<file path="src/hdl/nppc_pkg.sv">
// Shared constants, types and the default colour table of the nearest palette colour matcher.
// Depends on nothing; every other file of the block imports it.
package nppc_pkg;

  localparam int PAL_CAP    = 256;
  localparam int IDX_W      = $clog2(PAL_CAP);
  localparam int CNT_W      = IDX_W + 1;
  localparam int DEF_COUNT  = 56;
  localparam int DEF_W      = $clog2(DEF_COUNT);
  localparam int RGB_W      = 24;
  localparam int CH_W       = 8;
  localparam int DIST_W     = 10;
  localparam int TOL_W      = 10;
  localparam int PCT_W      = 7;
  localparam int GRAY_STEPS = 16;

  localparam logic [DIST_W-1:0] DIST_START = DIST_W'(256 * 3);

  localparam logic [1:0] ACT_FIND = 2'd0;
  localparam logic [1:0] ACT_GRAY = 2'd1;
  localparam logic [1:0] ACT_READ = 2'd2;

  localparam logic [1:0] CFG_TOL   = 2'd0;
  localparam logic [1:0] CFG_BLACK = 2'd1;
  localparam logic [1:0] CFG_WHITE = 2'd2;

  typedef struct packed {
    logic             rd_en;
    logic [IDX_W-1:0] rd_addr;
    logic             wr_en;
    logic [IDX_W-1:0] wr_addr;
    logic [RGB_W-1:0] wr_data;
  } store_req_t;

  function automatic logic [RGB_W-1:0] default_color(input logic [DEF_W-1:0] i);
    logic [RGB_W-1:0] c;
    case (i)
      6'd0:  c = 24'hFFFFFF;
      6'd1:  c = 24'h000000;
      6'd2:  c = 24'hFF0000;
      6'd3:  c = 24'h00FF00;
      6'd4:  c = 24'h0000FF;
      6'd5:  c = 24'hFFFF00;
      6'd6:  c = 24'hFF00FF;
      6'd7:  c = 24'h00FFFF;
      6'd8:  c = 24'h800000;
      6'd9:  c = 24'h008000;
      6'd10: c = 24'h000080;
      6'd11: c = 24'h808000;
      6'd12: c = 24'h800080;
      6'd13: c = 24'h008080;
      6'd14: c = 24'h4169E1;
      6'd15: c = 24'h00BFFF;
      6'd16: c = 24'h7DCEFA;
      6'd17: c = 24'h4682B4;
      6'd18: c = 24'hB0E0E6;
      6'd19: c = 24'h7FFFD4;
      6'd20: c = 24'h2E8B57;
      6'd21: c = 24'h98FB98;
      6'd22: c = 24'h7CFC00;
      6'd23: c = 24'h32CD32;
      6'd24: c = 24'h228B22;
      6'd25: c = 24'hFFD700;
      6'd26: c = 24'hBC8F8F;
      6'd27: c = 24'h8B4513;
      6'd28: c = 24'hF5F5DC;
      6'd29: c = 24'hD2B48C;
      6'd30: c = 24'hD2691E;
      6'd31: c = 24'hA52A2A;
      6'd32: c = 24'hFFA500;
      6'd33: c = 24'hFF7F50;
      6'd34: c = 24'hFF6347;
      6'd35: c = 24'hFF69B4;
      6'd36: c = 24'hFFC0CB;
      6'd37: c = 24'hB03060;
      6'd38: c = 24'hEE82EE;
      6'd39: c = 24'hA020F0;
      6'd40: c = 24'h101010;
      6'd41: c = 24'h202020;
      6'd42: c = 24'h303030;
      6'd43: c = 24'h404040;
      6'd44: c = 24'h505050;
      6'd45: c = 24'h606060;
      6'd46: c = 24'h70707A;
      6'd47: c = 24'h808080;
      6'd48: c = 24'h909090;
      6'd49: c = 24'hA0A0A0;
      6'd50: c = 24'hB0B0B0;
      6'd51: c = 24'hC0C0C0;
      6'd52: c = 24'hD0D0D0;
      6'd53: c = 24'hE0E0E0;
      6'd54: c = 24'hF0F0F0;
      6'd55: c = 24'hFFFFFF;
      default: c = '0;
    endcase
    return c;
  endfunction

endpackage

</file>
<file path="src/hdl/nppc_dist.sv">
// Shared distance unit: registered Manhattan distance between two packed RGB colours.
// Depends on nppc_pkg.
module nppc_dist
  import nppc_pkg::*;
(
  input  logic              clk,
  input  logic              en,
  input  logic [RGB_W-1:0]  a,
  input  logic [RGB_W-1:0]  b,
  output logic [DIST_W-1:0] dsum
);

  logic [CH_W-1:0] d_r;
  logic [CH_W-1:0] d_g;
  logic [CH_W-1:0] d_b;

  always_comb begin
    d_r = (a[23:16] > b[23:16]) ? a[23:16] - b[23:16] : b[23:16] - a[23:16];
    d_g = (a[15:8] > b[15:8]) ? a[15:8] - b[15:8] : b[15:8] - a[15:8];
    d_b = (a[7:0] > b[7:0]) ? a[7:0] - b[7:0] : b[7:0] - a[7:0];
  end

  always_ff @(posedge clk) begin
    if (en) begin
      dsum <= DIST_W'(d_r) + DIST_W'(d_g) + DIST_W'(d_b);
    end
  end

endmodule

</file>
<file path="config.mk">
export PLATFORM = sky130hd
export DESIGN_NAME = nppc_dist
export DESIGN_NICKNAME = d
export VERILOG_FILES = /design/src/hdl/nppc_pkg.sv /design/src/hdl/nppc_dist.sv
export SDC_FILE = /design/constraint.sdc
export NUM_CORES = 1
export LEC_CHECK = 0
export BUFFER_PORTS_ARGS = -buffer_cell sky130_fd_sc_hd__clkbuf_2
export CELL_PAD_IN_SITES_DETAIL_PLACEMENT = 1
export CELL_PAD_IN_SITES_GLOBAL_PLACEMENT = 2
export CORE_MARGIN = 1.5
export CORE_UTILIZATION = 25
export DETAILED_ROUTE_END_ITERATION = 10
export GPL_TIMING_DRIVEN = 0
export HOLD_SLACK_MARGIN = 0.12
export PLACE_DENSITY = 0.74
export SLEW_MARGIN = 0
export SYNTH_ARGS = -nofsm -noshare
export SYNTH_HDL_FRONTEND = slang
export SYNTH_SLANG_ARGS = --single-unit
</file>
<file path="constraint.sdc">
create_clock -name clk -period 6.1 [get_ports clk]
set_input_delay 1.525 -clock clk [delete_from_list [all_inputs] [get_ports clk]]
set_output_delay 1.525 -clock clk [all_outputs]
set_load 0.01 [all_outputs]
</file>
---- Word-level counts from Yosys, hierarchy flattened ----
Index checks and enable logic that the tools add are counted.
W data, S select, Z words.
word-level totals
  register bits after elaboration ......... 10
  bits of input ports ..................... 50
  output and inout bits ................... 10
  word-level logic and storage cells ...... 15
cells by class
  magnitude comparators ................... 3
  $add $sub $neg .......................... 8
  mux-type cells .......................... 3
operators by type and width
  operator        number
  $sub A8 B8 Y8   6
  $gt A8 B8 Y1    3
  $mux W8         3
  $add A9 B8 Y10  1
  $add A8 B8 Y9   1

---- Depth between registers and ports, before layout ----
Gate-level depths: netlist of run 1.
  word-level depth ........................ 4
  gate-level depth with buffers ........... 19
  mapped depth without buffers ............ 18

---- Worst setup path after synthesis of run 1 ----
No wires, ideal clock.
  kind .................................... input to register
  from .................................... in a[8]
  to ...................................... reg dsum[9], data pin
  arrival time ............................ 4.999 ns
  path buffers ............................ 0
  stages .................................. 17
  path slack .............................. 0.846 ns
  library setup time ...................... 0.255 ns
  data required time ...................... 5.845 ns
  cell sequence ........................... inv_1 > ha_1 > inv_1 > fa_1 > a211oi_1 > nor3_1 > o21ai_2 > mux2i_1 > xor2_1 > fa_1 > inv_1 > ha_1 > nor2b_1 > o21ai_0 > a21boi_0 > o31a_1 > o21ba_2
between the ends
  cells in the longest elaborated chain, start to end .. 4
  elaborated cells on any way between the ends .. 6
  classes of those cells .................. 4 x add/sub; 1 x order compare; 1 x mux
RTL lines
  element                                               line             text
  start: declaration                                    nppc_dist.sv:8   input logic [RGB_W-1:0] a,
  $sub A8 B8 Y8 / $gt A8 B8 Y1 (equally long branches)  nppc_dist.sv:19  d_g = (a[15:8] > b[15:8]) ? a[15:8] - b[15:8] : b[15:8] - a[15:8];
  $mux W8 (*)                                           nppc_dist.sv:19
  $add A8 B8 Y9 (*)                                     nppc_dist.sv:25  dsum <= DIST_W'(d_r) + DIST_W'(d_g) + DIST_W'(d_b);
  $add A9 B8 Y10 (*)                                    nppc_dist.sv:25
  end signal: assignment                                nppc_dist.sv:25
  end: declaration                                      nppc_dist.sv:10  output logic [DIST_W-1:0] dsum
Mark *: on every way between the ends. The rest lies on a longest branch, timed or not.
A chain may end at the register's enable or synchronous reset.

---- Final worst setup path of run 1 ----
  from .................................... in a[8]
  to ...................................... reg dsum[7], data pin
Same word-level chain as after synthesis.

==> impl_metrics.py, run 1 <==
metrics = {
    "power_and_ir_drop": {
        "ir_worst_vdd_mv": 0.207,
        "p_per_area_nw_per_um2": 273,
        "p_leak_nw": 1.81,
    },
    "cts": {
        "cts_buffers": 3,
        "htreeDepth": 1,
        "clkSinkCount": 10,
        "cts_tree": "yes",
        "ctsHoldBuffers": 0,
        "cts.clk_slew.worst_paths_ns": 0.04,
        "clk_path_buf_depth": 2,
        "cts_resized": 0,
        "cts_root_buf": "clkbuf_16",
        "cts_setup_buffers": 0,
    },
    "global_route": {
        "grt-ovfl-total": 0,
        "grt_usage": 0.124,
        "grt_max_degree": 11,
        "antenna_found_initial": 0,
        "first_global_vias": 2655,
        "grt_pass1_wl_um": 11900,
    },
    "detailed_routing": {
        "vias": 2480,
        "firstDrtPassIters": 4,
        "wl_per_cell_um": 13.0,
        "viasPerCell": 4.60,
        "drt-initial-drc-count": 76,
        "final_antenna_net_count": 0,
        "drc": 0,
        "postRouteWirelength_um": 7020,
    },
    "timing": {
        "fin_crit_sh": 0.928,
        "setup_viol": 0,
        "worstMarginPinSlew_ns": 0.683,
        "fmax_mhz": 177,
        "fin_setup_tns_ns": 0,
        "rsz0062_at_grt": "false",
        "period_needed_ns": 5.66,
        "final_hold_viol_count": 0,
        "drv_slew": 0,
        "slew_headroom": 0.543,
    },
    "worst_setup_path": {
        "crit_arrival_ns": 5.64,
        "cp-end-kind": "register",
        "crit_required_ns": 6.08,
        "critical_path_class": "in2reg",
        "start_kind": "input pin",
        "path_max_fanout": 7,
    },
    "logic_synthesis": {
        "synth_compound_area_frac": 0.211,
        "ys_seq_elements": 10,
        "synth-simple-area-share": 0.0905,
        "synth_common_cells": "inv_1 (70), ha_1 (52), a21oi_1 (23)",
        "yosys.area.top_type": "ha_1",
        "synthCells": 336,
        "ys_async_sr_fraction": 0,
        "syn_area_um2": 2820,
        "syn_avg_cell_area_um2": 8.39,
        "netlist_top_cells_area": "ha_1 (23%), edfxtp_1 (11%), fa_1 (11%)",
        "synth_most_common_cell": "inv_1",
        "synthDominantCellAreaShare": 0.231,
        "synth_cell_types": 43,
        "yosys_warnings": 0,
        "yosys_most_used_dff": "edfxtp_1",
        "synth-edff-count": 10,
        "synthAdderAreaFrac": 0.337,
        "synth-xor-area-share": 0.0590,
        "synth_top_family_by_area": "adder cells",
        "synth_mux_area_frac": 0.0759,
        "synth.yosys.seq_area_share": 0.106,
        "synthesis.nets": 453,
    },
    "hold_path": {
        "min_to": "dsum[4]",
        "hold_class": "in2reg",
        "hp-start": "en",
        "min_path_cells": 1,
    },
    "floorplan": {
        "row_count": 38,
        "die_y_um": 109,
        "die-area_um2": 11900,
        "initial_core_util": 0.258,
        "core_um2": 10900,
        "die_w_um": 109,
        "ios": 60,
    },
    "place": {
        "post_dp_cell_area_um2": 3290,
        "dp_hpwl_um": 6280,
        "port_buffers": 59,
        "gp_congestion": 0.765,
    },
    "finish": {
        "syn2layout_area_growth_pct": 19.5,
        "largestRegisters": "dsum (10)",
        "diodes": 0,
        "fin_area_um2": 3370,
        "drive_gt1_frac": 0.198,
        "final_nets": 517,
        "regMostFlops": "dsum",
        "fillers": 1346,
        "largest_reg_flops": 10,
    },
    "run": {
        "cap_viol_max_count": 0,
    },
    "outcome": {
        "status": "finished, final reports clean",
    },
}
where the power goes:
group / leakage (nW) / switching (mW) / total (mW) / internal, mW
clock: 0.0385 / 0.0291 / 0.115 / 0.0857
combinational: 1.68 / 0.359 / 0.655 / 0.295
sequential: 0.0977 / 0.00762 / 0.152 / 0.144
total: 1.81 / 0.396 / 0.921 / 0.525
per-layer routing:
layer / vias to the layer above / wire [um] / track usage
met4: 0 / 67 / 0.0306
met1: 1166 / 3290 / 0.158
met5: - / 0 / 0
li1: 1271 / - / -
met2: 38 / 3480 / 0.228
met3: 5 / 183 / 0.00717
critical path, cell delays in order:
cell	delay (ns)
clkbuf_2	0.09
inv_1	0.05
ha_1	0.17
inv_1	0.06
fa_1	0.40
a211oi_1	0.39
nor3_1	0.13
o21ai_2	0.47
mux2i_1	0.40
fa_1	0.48
inv_1	0.07
ha_1	0.16
inv_1	0.05
fa_1	0.40
nor2b_1	0.12
o21ai_0	0.10
a21boi_0	0.33
o31a_1	0.19
a21oi_1	0.05
per-stage QoR:
stage	hold slack [ns]	power (mW)	setup WS (ns)	cells	utilization
finish	1.69	0.921	0.437	539	0.308
global route	1.70	1.03	0.0564	539	0.308
CTS	1.69	0.937	0.395	539	0.308
detailed placement	1.93	0.815	0.170	535	0.301
global placement	1.92	0.792	0.267	535	0.301
floorplan	1.64	0.639	0.846	336	-
cell families after synthesis:
family / Yosys count
flops: 10
compound gates: 85
simple gates: 51
fa+ha+maj: 67
buf+inv: 83
mux: 21
xor+xnor: 19
cell usage in the layout, fill, tap and decap left out, types with 2 or more instances in the layout:
cell type / Yosys / final
a211oi_1: 8 / 8
a21o_1: 15 / 15
a21oi_1: 23 / 23
a221oi_1: 2 / 2
a311oi_1: 2 / 2
a31oi_1: 8 / 8
and4_1: 3 / 3
buf_6: 3 / 3
clkbuf_1: 8 / 8
clkbuf_16: 0 / 3
clkbuf_2: 0 / 59
edfxtp_1: 10 / 10
fa_1: 15 / 15
ha_1: 52 / 52
inv_1: 70 / 70
mux2_2: 3 / 3
mux2i_1: 18 / 18
nand2_1: 17 / 17
nand3_1: 10 / 10
nand3b_1: 3 / 3
nand4_1: 3 / 3
nor2_1: 8 / 8
nor2b_1: 2 / 2
nor3_1: 2 / 2
o21a_1: 2 / 2
o21ai_0: 11 / 11
o221a_2: 2 / 2
o31a_1: 2 / 2
xnor2_1: 11 / 11
xor2_1: 8 / 8
area by class of cell:
type / instances / area (um2) / share of cell area
Inverter: 70 / 263 / 0.0780
Multi-Input combinational cell: 243 / 2180 / 0.647
Buffer: 13 / 76.3 / 0.0227
Clock inverter: 1 / 3.75 / 0.00111
Timing Repair Buffer: 59 / 295 / 0.0876
Sequential cell: 10 / 300 / 0.0891
Clock buffer: 3 / 75.1 / 0.0223
Tap cell: 140 / 175 / 0.0520
worst max path at each step:
stage,startpoint,end,slack (ns),cells after the start
2_1_floorplan,a[8],dsum[9],0.85,17
3_3_place_gp,a[8],dsum[9],0.27,18
3_5_place_dp,a[8],dsum[7],0.17,19
4_1_cts,a[8],dsum[7],0.39,19
5_1_grt,a[8],dsum[7],0.06,19
6_report,a[8],dsum[7],0.44,19
No activity file was read; power rests on OpenSTA's default activity.
==> inputs of run 2 (changes only) <==
Settings changed: ABC_AREA set to 1, CAP_MARGIN set to 0, PLACE_DENSITY 0.74 to 0.78, RECOVER_POWER set to 100.
==> run 2 against run 1 <==
Against the previous run:
- design area is 15% higher
- synthesized cell count is 56% higher
- first-iteration DRC count is 13% lower
- clock power hardly changed
- global-route usage is 0.67 points higher
- sequential power hardly changed
- combinational power is 6.7% higher
- cell count is 41% higher
- sequential share of layout area is 1.2 points lower
- maximum frequency is 9.2% higher
- worst hold slack better by 0.072 ns
- flip-flop and latch count stayed put
- critical path type unchanged
- largest power group unchanged
==> impl_metrics.py, run 2 <==
metrics = {
    "timing": {
        "rsz0062_at_grt": "false",
        "fin_setup_tns_ns": 0,
        "final_hold_viol_count": 0,
        "setup_viol": 0,
        "slew_headroom": 0.669,
        "fmax_mhz": 193,
        "fin_crit_sh": 0.850,
        "period_needed_ns": 5.18,
        "drv_slew": 0,
        "worstMarginPinSlew_ns": 0.497,
    },
    "worst_setup_path": {
        "cp-end-kind": "register",
        "path_delay_family": "adder cells",
        "path_max_fanout": 10,
        "slowest_delay_ns": 0.48,
        "critical_path_class": "in2reg",
        "cp_cell_sequence": "clkbuf_1, inv_1, ha_1, inv_1, fa_1, nand2_1, nand3_1, nand3_1, nand2_1, nand2_1, clkbuf_1, nand2_1, o21ai_0, fa_1, inv_1, ha_1, inv_1, fa_1, o21ai_0, nand2_1, nand2_1, xor2_1",
        "critPathBufInv": 6,
        "cp_common_cell": "nand2_1",
        "crit_arrival_ns": 5.16,
        "start_kind": "input pin",
        "critPathSlowestCell": "fa_1",
        "crit_required_ns": 6.07,
    },
    "detailed_routing": {
        "postRouteWirelength_um": 8700,
        "firstDrtPassIters": 4,
        "vias": 3274,
        "drt-initial-drc-count": 66,
        "viasPerCell": 4.32,
        "wl_per_cell_um": 11.5,
        "drc": 0,
        "final_antenna_net_count": 0,
    },
    "finish": {
        "fin_area_um2": 3870,
        "fillers": 1685,
        "regMostFlops": "dsum",
        "post-route-util": 0.303,
        "fin_cells": 758,
        "final_common_cell": "nand2_1",
        "drive_gt1_frac": 0.145,
        "multi_input_comb_area_um2": 2460,
        "syn2layout_area_growth_pct": 16.9,
        "seq_area_um2": 300,
        "final_nets": 704,
        "largestRegisters": "dsum (10)",
        "layout_common_cells": "nand2_1 (152), inv_1 (127), ha_1 (52)",
        "largest_reg_flops": 10,
        "diodes": 0,
    },
    "logic_synthesis": {
        "yosys_warnings": 0,
        "synth_common_cells": "nand2_1 (151), inv_1 (127), ha_1 (52)",
        "synthesis.nets": 640,
        "syn_area_um2": 3310,
        "synth_cell_types": 31,
        "synth-edff-count": 10,
        "yosys_most_used_dff": "edfxtp_1",
        "synthCells": 523,
        "netlist_top_cells_area": "ha_1 (20%), nand2_1 (17%), inv_1 (14%)",
        "synth_most_common_cell": "nand2_1",
        "ys_seq_elements": 10,
        "syn_avg_cell_area_um2": 6.33,
        "ys_async_sr_fraction": 0,
        "synthDominantCellAreaShare": 0.197,
        "synth.yosys.seq_area_share": 0.0907,
        "yosys.area.top_type": "ha_1",
    },
    "cts": {
        "cts_resized": 0,
        "clkSinkCount": 10,
        "clk_path_buf_depth": 2,
        "ctsHoldBuffers": 0,
        "cts.clk_slew.worst_paths_ns": 0.04,
        "cts_root_buf": "clkbuf_16",
        "cts_setup_buffers": 0,
        "htreeDepth": 1,
        "cts_buffers": 3,
        "cts_tree": "yes",
    },
    "hold_path": {
        "hold_class": "in2reg",
    },
    "place": {
        "dp_hpwl_um": 8040,
        "place_inst": 754,
        "gp_congestion": 0.781,
        "post_dp_cell_area_um2": 3820,
        "port_buffers": 59,
    },
    "outcome": {
        "status": "finished, final reports clean",
    },
    "global_route": {
        "first_global_vias": 3472,
        "grt-ovfl-total": 0,
        "antenna_found_initial": 0,
        "grt_max_degree": 11,
        "grt_pass1_wl_um": 15700,
        "grt_usage": 0.131,
    },
    "floorplan": {
        "die_y_um": 118,
        "ios": 60,
        "initial_core_util": 0.259,
        "die-area_um2": 13900,
        "core_um2": 12800,
        "die_w_um": 118,
        "row_count": 41,
    },
    "power_and_ir_drop": {
        "ir_worst_vdd_mv": 0.114,
        "p_per_area_nw_per_um2": 249,
        "p_leak_nw": 2.34,
        "finalPower_uw": 964,
    },
    "run": {
        "cap_viol_max_count": 0,
    },
}
==> run 2: worst paths after layout <==
check	startpoint	to	slack (ns)	cells past startpoint
worst max-delay path	a[0]	dsum[7]	0.92	22
worst min-delay path	en	dsum[3]	1.76	1
==> run 2: metrics by stage <==
| step | hold slack [ns] | worst slack (ns) |
|---|---|---|
| 6_report | 1.76 | 0.915 |
| 5_1_grt | 1.77 | 0.509 |
| 4_1_cts | 1.69 | 1.24 |
| 3_5_place_dp | 1.93 | 0.988 |
| 3_3_place_gp | 1.91 | 1.02 |
| 2_1_floorplan | 1.64 | 1.56 |
==> run 2: cell families after synthesis <==
family	share of synthesized area
buffers and inverters	0.164
xor gates and xnor gates	0.0556
adders and majority gates	0.287
and+or+nand+nor	0.317
DFF	0.0907
AOI/OAI and AO/OA	0.0851
==> run 2: where the power goes <==
part	internal, mW	switching (mW)
registers	0.143	0.00861
clock network	0.0856	0.0277
logic	0.269	0.430
==> run 2: final cells by class <==
cell class	instances	area share
Timing Repair Buffer	59	0.0721
Sequential cell	10	0.0776
Buffer	8	0.0123
Clock buffer	3	0.0194
Multi-Input combinational cell	375	0.636
Tap cell	172	0.0556
Clock inverter	1	0.000970
Inverter	130	0.126
==> run 2: per-layer routing <==
layer / track usage / share of wire / vias to the layer above
met5: 0 / 0 / -
met2: 0.246 / 0.49 / 41
met1: 0.172 / 0.49 / 1511
li1: - / - / 1717
met3: 0.00630 / 0.017 / 5
met4: 0.0114 / 0.0041 / 0
==> inputs of run 3 (changes only) <==
Clock period 6.1 ns to 5 ns, I/O delays scaled along.
==> run 3 against run 2 <==
Against the previous run:
- core utilization hardly changed
- clock-buffer cell count unchanged
- combinational power is 22% higher
- flip-flop and latch count stayed put
- critical path type unchanged
==> impl_metrics.py, run 3 (synthesized netlist as in run 2, its figures left out) <==
metrics = {
    "worst_setup_path": {
        "crit_required_ns": 4.97,
        "critical_path_class": "in2reg",
        "start_kind": "input pin",
        "crit_arrival_ns": 4.56,
        "cp-end-kind": "register",
        "path_max_fanout": 10,
    },
    "cts": {
        "clkSinkCount": 10,
        "cts_root_buf": "clkbuf_16",
        "cts_buffers": 3,
        "clk_path_buf_depth": 2,
        "cts_resized": 0,
        "htreeDepth": 1,
        "cts.clk_slew.worst_paths_ns": 0.04,
        "cts_tree": "yes",
        "ctsHoldBuffers": 0,
        "cts_setup_buffers": 0,
    },
    "timing": {
        "drv_slew": 0,
        "period_needed_ns": 4.59,
        "setup_slack_ns": 0.412,
        "timing.hold.ws_ns": 1.48,
        "setup_viol": 0,
        "slew_headroom": 0.667,
        "fmax_mhz": 218,
        "rsz0062_at_grt": "false",
        "fin_crit_sh": 0.918,
        "final_hold_viol_count": 0,
        "fin_setup_tns_ns": 0,
        "worstMarginPinSlew_ns": 0.499,
    },
    "finish": {
        "layout_common_cells": "nand2_1 (152), inv_1 (127), ha_1 (52)",
        "final_nets": 704,
        "regMostFlops": "dsum",
        "fin_cells": 758,
        "syn2layout_area_growth_pct": 17.1,
        "largest_reg_flops": 10,
        "largestRegisters": "dsum (10)",
        "diodes": 0,
        "final_common_cell": "nand2_1",
        "drive_gt1_frac": 0.148,
    },
    "floorplan": {
        "die_w_um": 118,
        "row_count": 41,
        "initial_core_util": 0.259,
        "die-area_um2": 13900,
        "die_y_um": 118,
        "ios": 60,
        "core_um2": 12800,
    },
    "power_and_ir_drop": {
        "p_leak_nw": 2.35,
        "ir_worst_vdd_mv": 0.138,
        "finalPower_mw": 1.18,
        "p_per_area_nw_per_um2": 304,
    },
    "place": {
        "place_ws_ns": 0.163,
        "port_buffers": 59,
        "dp_hpwl_um": 8040,
        "gp_congestion": 0.781,
        "place_inst": 754,
    },
    "hold_path": {
        "min_path_cells": 1,
        "hold_class": "in2reg",
        "min_to": "dsum[3]",
        "hp-start": "en",
    },
    "detailed_routing": {
        "firstDrtPassIters": 4,
        "final_antenna_net_count": 0,
        "wl_per_cell_um": 11.5,
        "drc": 0,
        "postRouteWirelength_um": 8700,
        "viasPerCell": 4.32,
        "vias": 3278,
        "drt-initial-drc-count": 64,
    },
    "global_route": {
        "first_global_vias": 3472,
        "antenna_found_initial": 0,
        "grt_pass1_wl_um": 15700,
        "grt_max_degree": 11,
        "grt-ovfl-total": 0,
        "grt_usage": 0.131,
    },
    "run": {
        "cap_viol_max_count": 0,
    },
    "outcome": {
        "status": "finished, final reports clean",
    },
}
==> run 3: stage by stage <==
stage / cell area [um2] / utilization
finish: 3870 / 0.303
global route: 3870 / 0.303
CTS: 3900 / 0.305
detailed placement: 3820 / 0.299
global placement: 3820 / 0.299
floorplan: 3310 / -
==> run 3: final cells by class <==
cell class,instances,area [um2]
Inverter,130,488
Fill cell,1683,8900
Sequential cell,10,300
Buffer,8,55.1
Timing Repair Buffer,59,279
Tap cell,172,215
Multi-Input combinational cell,375,2460
Clock inverter,1,3.75
Clock buffer,3,75.1
==> run 3: power by group <==
part           switching (mW)  internal (mW)
Clock                  0.0338          0.104
Combinational           0.526          0.330
Sequential             0.0105          0.175
==> run 3: layer usage <==
metal | up-vias | routed length [um] | GRT usage
li1 | 1718 | - | -
met1 | 1512 | 4230 | 0.172
met2 | 43 | 4270 | 0.246
met3 | 5 | 164 | 0.00630
met4 | 0 | 36 | 0.0114
met5 | - | 0 | 0
==> run 3: worst max path at each step <==
stage                     startpoint      end  slack (ns)
after detailed placement        a[0]  dsum[7]        0.16
after global placement          a[0]  dsum[7]        0.19
after global routing            a[0]  dsum[7]        0.09
final                           a[0]  dsum[7]        0.41
after CTS                       a[0]  dsum[7]        0.41
after floorplan                 a[8]  dsum[7]        0.73
==> run 3: worst max-delay path, stage by stage <==
cell and delay (ns):
clkbuf_1 0.10, inv_1 0.05, ha_1 0.19, inv_1 0.12, fa_1 0.22, nand2_1 0.07
nand3_1 0.12, nand3_1 0.08, nand2_1 0.08, nand2_2 0.07, buf_6 0.15, o21ai_0 0.34
fa_1 0.48, inv_1 0.07, ha_1 0.16, inv_1 0.05, fa_1 0.39, o21ai_0 0.29
nand2_1 0.09, nand2_1 0.10, xor2_1 0.08
